## config.mk

```make
export PLATFORM = sky130hd
export DESIGN_NAME = svct_ctrl
export DESIGN_NICKNAME = d
export VERILOG_FILES = /design/src/rtl/sorted_value_count_table_assert.svh /design/src/rtl/svct_pkg.sv /design/src/rtl/svct_ctrl.sv
export SDC_FILE = /design/constraint.sdc
export NUM_CORES = 1
export LEC_CHECK = 0
export ABC_AREA = 1
export BUFFER_PORTS_ARGS = -buffer_cell sky130_fd_sc_hd__buf_2
export CORE_MARGIN = 2
export CORE_UTILIZATION = 38
export CTS_BUF_LIST = sky130_fd_sc_hd__clkbuf_4 sky130_fd_sc_hd__clkbuf_8
export DETAILED_ROUTE_END_ITERATION = 8
export HOLD_SLACK_MARGIN = 0.05
export PLACE_DENSITY = 0.6
export SYNTH_ARGS = -nofsm -noshare
export SYNTH_HDL_FRONTEND = slang
export SYNTH_SLANG_ARGS = --single-unit
```

## constraint.sdc

```tcl
create_clock -name clk -period 1.6 [get_ports clk]
set_input_delay 0.48 -clock clk [delete_from_list [all_inputs] [get_ports clk]]
set_output_delay 0.48 -clock clk [all_outputs]
set_load 0.05 [all_outputs]
```

## src/rtl/sorted_value_count_table_assert.svh

```systemverilog
// Assertion macros for the sorted value count table.
`ifndef SORTED_VALUE_COUNT_TABLE_ASSERT_SVH
`define SORTED_VALUE_COUNT_TABLE_ASSERT_SVH

// Check that cons holds in the same cycle as ante.
`define SVCT_ASSERT_SAME(label, clk, rst_n, ante, cons) \
  label: assert property (@(posedge clk) disable iff (!rst_n) (ante) |-> (cons)) \
    else $error("svct assertion failed");

// Check that cons holds in the cycle after ante.
`define SVCT_ASSERT_NEXT(label, clk, rst_n, ante, cons) \
  label: assert property (@(posedge clk) disable iff (!rst_n) (ante) |=> (cons)) \
    else $error("svct assertion failed");

`endif

```

## src/rtl/svct_pkg.sv

```systemverilog
`default_nettype none
package svct_pkg;

  localparam int CAPACITY = 256;
  localparam int ADDR_W   = $clog2(CAPACITY);
  localparam int CNT_W    = $clog2(CAPACITY + 1);
  localparam int IDX_W    = 8;
  localparam int POS_W    = 8;
  localparam int USED_W   = 9;
  localparam int DATA_W   = 32;
  localparam int CMP_W    = (CNT_W > IDX_W) ? CNT_W : IDX_W;

  typedef enum logic [1:0] {
    STATUS_OK    = 2'd0,
    STATUS_FULL  = 2'd1,
    STATUS_RANGE = 2'd2
  } status_t;

  typedef enum logic [0:0] {
    KIND_ADD  = 1'b0,
    KIND_READ = 1'b1
  } kind_t;

  typedef struct packed {
    logic [0:0]        kind;
    logic [DATA_W-1:0] value;
    logic [IDX_W-1:0]  index;
  } in_item_t;

  typedef struct packed {
    logic [1:0]        status;
    logic [POS_W-1:0]  position;
    logic [DATA_W-1:0] entry_value;
    logic [DATA_W-1:0] entry_count;
    logic [USED_W-1:0] used_entries;
  } out_item_t;

  typedef struct packed {
    logic [DATA_W-1:0] value;
    logic [DATA_W-1:0] count;
  } entry_t;

  typedef enum logic [1:0] {
    RA_MID   = 2'd0,
    RA_SLOT  = 2'd1,
    RA_PREV  = 2'd2,
    RA_INDEX = 2'd3
  } rd_sel_t;

  typedef enum logic [2:0] {
    EMIT_NONE  = 3'd0,
    EMIT_HIT   = 3'd1,
    EMIT_INS   = 3'd2,
    EMIT_FULL  = 3'd3,
    EMIT_RD    = 3'd4,
    EMIT_RANGE = 3'd5
  } emit_t;

  typedef struct packed {
    logic    load;
    logic    rd_en;
    rd_sel_t rd_sel;
    logic    search_step;
    logic    count_wr;
    logic    init_k;
    logic    shift_wr;
    emit_t   emit;
  } dp_cmd_t;

  typedef struct packed {
    logic lo_lt_hi;
    logic slot_lt_used;
    logic mid_below;
    logic hit;
    logic full;
    logic k_gt_slot;
    logic idx_ok;
  } dp_stat_t;

endpackage
`default_nettype wire

```

## src/rtl/svct_ctrl.sv

```systemverilog
`default_nettype none
module svct_ctrl (
  input  wire                 clk,
  input  wire                 rst_n,
  input  wire                 start,
  input  wire                 in_kind,
  input  wire svct_pkg::dp_stat_t stat,
  output svct_pkg::dp_cmd_t   cmd,
  output logic                busy
);

  typedef enum logic [8:0] {
    S_IDLE   = 9'b000000001,
    S_RD_CHK = 9'b000000010,
    S_RD_OUT = 9'b000000100,
    S_SRCH   = 9'b000001000,
    S_SCMP   = 9'b000010000,
    S_CHK    = 9'b000100000,
    S_MISS   = 9'b001000000,
    S_SHIFT  = 9'b010000000,
    S_SHWR   = 9'b100000000
  } state_t;

  state_t state_r;
  state_t state_nxt;

  always_ff @(posedge clk) begin
    if (!rst_n) begin
      state_r <= S_IDLE;
    end else begin
      state_r <= state_nxt;
    end
  end

  always_comb begin
    state_nxt       = state_r;
    cmd.load        = 1'b0;
    cmd.rd_en       = 1'b0;
    cmd.rd_sel      = svct_pkg::RA_MID;
    cmd.search_step = 1'b0;
    cmd.count_wr    = 1'b0;
    cmd.init_k      = 1'b0;
    cmd.shift_wr    = 1'b0;
    cmd.emit        = svct_pkg::EMIT_NONE;
    unique case (state_r)
      S_IDLE: begin
        if (start) begin
          cmd.load = 1'b1;
          if (in_kind == svct_pkg::KIND_READ) begin
            state_nxt = S_RD_CHK;
          end else begin
            state_nxt = S_SRCH;
          end
        end
      end
      S_RD_CHK: begin
        if (stat.idx_ok) begin
          cmd.rd_en  = 1'b1;
          cmd.rd_sel = svct_pkg::RA_INDEX;
          state_nxt  = S_RD_OUT;
        end else begin
          cmd.emit  = svct_pkg::EMIT_RANGE;
          state_nxt = S_IDLE;
        end
      end
      S_RD_OUT: begin
        cmd.emit  = svct_pkg::EMIT_RD;
        state_nxt = S_IDLE;
      end
      S_SRCH: begin
        if (stat.lo_lt_hi) begin
          cmd.rd_en  = 1'b1;
          cmd.rd_sel = svct_pkg::RA_MID;
          state_nxt  = S_SCMP;
        end else if (stat.slot_lt_used) begin
          cmd.rd_en  = 1'b1;
          cmd.rd_sel = svct_pkg::RA_SLOT;
          state_nxt  = S_CHK;
        end else begin
          state_nxt = S_MISS;
        end
      end
      S_SCMP: begin
        cmd.search_step = 1'b1;
        state_nxt       = S_SRCH;
      end
      S_CHK: begin
        if (stat.hit) begin
          cmd.count_wr = 1'b1;
          cmd.emit     = svct_pkg::EMIT_HIT;
          state_nxt    = S_IDLE;
        end else begin
          state_nxt = S_MISS;
        end
      end
      S_MISS: begin
        if (stat.full) begin
          cmd.emit  = svct_pkg::EMIT_FULL;
          state_nxt = S_IDLE;
        end else begin
          cmd.init_k = 1'b1;
          state_nxt  = S_SHIFT;
        end
      end
      S_SHIFT: begin
        if (stat.k_gt_slot) begin
          cmd.rd_en  = 1'b1;
          cmd.rd_sel = svct_pkg::RA_PREV;
          state_nxt  = S_SHWR;
        end else begin
          cmd.emit  = svct_pkg::EMIT_INS;
          state_nxt = S_IDLE;
        end
      end
      S_SHWR: begin
        cmd.shift_wr = 1'b1;
        state_nxt    = S_SHIFT;
      end
      default: begin
        state_nxt = S_IDLE;
      end
    endcase
  end

  assign busy = (state_r != S_IDLE);

endmodule
`default_nettype wire

```

* Word level (Yosys, flattened, before mapping)
Cells that the tools add are included.
** Storage, ports and cells
- Input port bits :: 11
- Register bits after elaboration :: 9
** Operators by class
- Muxes and demuxes :: 27
- Equal/unequal tests :: 11
** Operator list (count)
- 9-bit one-hot mux with 8 select lines :: 1
- 9-bit 2-to-1 mux :: 3
- 3-bit 2-to-1 mux :: 6
- 3-bit one-hot mux with 5 select lines :: 1
- 7-bit 2-to-1 mux :: 2
- 9-bit by 1-bit equality test with 1-bit output, second input constant :: 1
- 9-bit by 2-bit equality test with 1-bit output, second input constant :: 1
- 9-bit by 3-bit equality test with 1-bit output, second input constant :: 1
- 9-bit by 4-bit equality test with 1-bit output, second input constant :: 1
- 9-bit by 5-bit equality test with 1-bit output, second input constant :: 1
- 9-bit by 6-bit equality test with 1-bit output, second input constant :: 1
- 9-bit by 7-bit equality test with 1-bit output, second input constant :: 1
- 9-bit by 8-bit equality test with 1-bit output, second input constant :: 1
- 9-bit equality test, second input constant :: 1
- 1-bit 2-to-1 mux :: 9
- 9-bit by 1-bit inequality test with 1-bit output, second input constant :: 1
- 3-bit one-hot mux with 3 select lines :: 1
- 8-bit 2-to-1 mux :: 1
- 2-bit 2-to-1 mux :: 2
- 4-bit 2-to-1 mux :: 1
- 2-bit inequality test, second input constant :: 1

* Depth between registers and ports, before layout
- Depth after elaboration :: 3
- Gate-level depth with buffers :: 9
- Depth with buffers taken out :: 9

* Worst setup path before layout
No wires, ideal clock.
- Path kind :: reg2out
- From :: register state_r[4]
- To :: output cmd[1] in the netlist's numbering
- Arrival time :: 1795 ps
- Path slack :: -675 ps
- Path buffers :: 0
- Cell stages (with the launch flop) :: 6
- Cell sequence :: dfxtp_1 nor2_4 inv_2 nor2_1 nand2_1 o21ai_0
** RTL lines
- from (decl) :: RTL line svct_ctrl.sv:24 : state_t state_r;
- from (signal assigned) :: RTL line svct_ctrl.sv:31 : state_r <= state_nxt;
- to (decl) :: RTL line svct_ctrl.sv:8 : output svct_pkg::dp_cmd_t cmd,

==> impl_metrics.csv <==
group,metric,value,unit
setup_path,worstSetupEndpointType,"output pin",
timing,skew,0.00923,ns
detailed_routing,vias,891,
die,ioPinCount,23,
synthesis,yosysWarningCount,0,
clocking,cts_root_buf,"clkbuf_4",
timing,fin_crit,2.03,ns
detailed_routing,viasPerCell,5.27,
detailed_routing,drtPass1Iterations,4,
setup_path,r2r_cells,11,
hold_path,hold_path_class,"in2reg",
final_layout,top_register,"state_r",
detailed_routing,drc,0,
global_route,use_met2,0.515,
global_route,gr-usage-all-layers,0.275,
detailed_routing,wl,2570,um
detailed_routing,detail-route-antenna-nets,0,
timing,timing.final.ws_setup,-0.431,ns
placed_design,io_buffers,21,
global_route,antenna_found_initial,0,
global_route,grt_max_degree,9,
clocking,cts_buffer_depth,2,
synthesis,yosys-top-cells-area,"dfxtp_1, nand3_1, nor2_1, inv_1, nand2_1",
run_status,violations,"negative setup slack",
timing,fin_hold_ws,0.468,ns
global_route,grt_pass1_vias,911,
timing,max_clock_freq,0.492,GHz
global_route,grt.busiest_layer,"met2",
setup_path,worstPathMaxFanout,5,
final_layout,syn_to_final_growth,103,%
synthesis,synth_cell_type_count,19,
final_layout,fill_cells,95,
setup_path,critPathKind,"reg2out",
clocking,clkTransAtPathRegs,0.08,ns
die,initial_utilization,0.409,
timing,drv_slew,0,
run_status,status,"complete, but fails checks",
die,fp-row-count,14,
synthesis,synth_area,617,um2
setup_path,cp.arrival,1.55,ns
detailed_routing,wire_per_inst,15.2,um
timing,worst_pin_slew,0.277,ns
clocking,insertion_delay,0.28,ns
placed_design,gp_congestion,0.788,
die,floorplan.core_area,1510,um2
hold_path,hold_path_depth,2,
synthesis,syn-num-nets,110,
final_layout,drive_gt1_frac,0.686,
die,die_area,1960,um2
global_route,grt_use_met1,0.279,
setup_path,critPathLaunchType,"flop",
synthesis,synth_top_area_cell,"dfxtp_1",
clocking,cts_max_level,1,
timing,finalHoldViolCount,0,
synthesis,syn_avg_cell_area,6.23,um2
die,die_h,44.3,um
pwr,p_leak,0.645,nW
setup_path,cp_data_required_time,1.12,ns
placed_design,place_ws,-0.201,ns
synthesis,synth_seq_area_share,0.292,
clocking,clock_sinks,9,
global_route,met3_usage,0.0857,
clocking,cts_tree,"built",
synthesis,synth_seq_cells,9,
final_layout,diodes,0,
pwr,power.density,594,nW/um2
global_route,grt_overflow,0,
global_route,grt_pass1_wl,3840,um
synthesis,netlist_instances,99,
placed_design,hpwl,1410,um
pwr,total_power,0.742,mW
flow_run,cap_violations,0,
die,die_w,44.3,um
timing,relSlewSlack,0.815,
pwr,vdd_ir_drop_max,436,uV
final_layout,reg_top3,"state_r (9)",
clocking,cts_hold_buf,0,
final_layout,largest_reg_flops,9,
timing,finalSetupViolations,12,
clocking,cts_buffers,3,
synthesis,synth_top_area_share,0.292,
timing,rsz0062_at_grt,"yes",
detailed_routing,drt_iter0_drc,34,
timing,period_share,1.27,
final_layout,layout.nets,165,
==> power breakdown <==
group / switching [mW] / internal, mW / total, mW
logic: 0.180 / 0.124 / 0.304
registers: 0.0113 / 0.233 / 0.244
clock network: 0.102 / 0.0928 / 0.194
total: 0.293 / 0.450 / 0.742
==> worst paths after layout <==
path	from	endpoint	slack (ns)
setup / recovery	state_r[0]	cmd[9]	-0.43
hold / removal	in_kind	state_r[1]	0.47
setup reg to reg	state_r[6]	state_r[0]	0.03
hold reg to reg	state_r[5]	state_r[2]	0.70
==> per-stage QoR <==
stage | utilization | area, um2 | std cells | TNS [ns]
2_1_floorplan | - | 662 | 99 | -0.759
3_3_place_gp | 0.629 | 947 | 157 | -0.981
3_5_place_dp | 0.629 | 947 | 157 | -1.04
4_1_cts | 0.812 | 1220 | 168 | -2.99
5_1_grt | 0.830 | 1250 | 169 | -4.35
6_report | 0.830 | 1250 | 169 | -3.49
==> cell usage after synthesis (all sizes together) <==
cell,instances
nand4,1
o211ai,2
inv,20
nand2,14
o31ai,1
nor2,26
and3,1
a21oi,2
nand3,19
o21ai,1
dfxtp,9
buf,1
nand3b,1
o22ai,1
==> cell type report <==
cell class	instances	area, um2	share of cell area
multi-input combinational	69	510	0.408
timing repair buffer	51	424	0.339
sequential	9	193	0.154
inverter	20	75.1	0.0601
clock buffer	3	22.5	0.0180
tap	16	20.0	0.0160
clock inverter	1	5.00	0.00400
==> cell usage in the layout, fill, tap and decap left out, drive strengths merged <==
cell type,instances
clkinv,1
nor2,26
clkbuf,3
o31ai,1
nand3,19
a21oi,2
nand4,1
o211ai,2
o22ai,1
nand2,14
inv,20
nand3b,1
o21ai,1
buf,51
dfxtp,9
and3,1
==> repair_timing <==
action | 4_1_cts | 5_1_grt
endpoints found under the setup margin | 12 | 12
gates resized for setup | 61 | 5
setup buffers | 8 | 2
pin swaps | 17 | 6
==> routing by layer <==
metal	vias to the layer above	share of wire
li1	422	-
met2	55	0.53
met1	402	0.36
met3	12	0.086
met5	-	0
met4	0	0.028
==> critical path, cell delays in order (launching register included) <==
cell and delay (ns):
dfxtp_2 0.35, nor2_4 0.17, nand3_2 0.11, nor2_4 0.15, inv_1 0.08, o211ai_1 0.18
buf_4 0.23
==> kinds of logic after synthesis <==
family                 after synthesis  share of synthesized area
flip-flops                           9                      0.292
AO/OA/AOI/OAI                        7                     0.0710
buffers and inverters               21                      0.130
AND/OR/NAND/NOR                     62                      0.507
No activity file was read; power rests on OpenSTA's default activity.
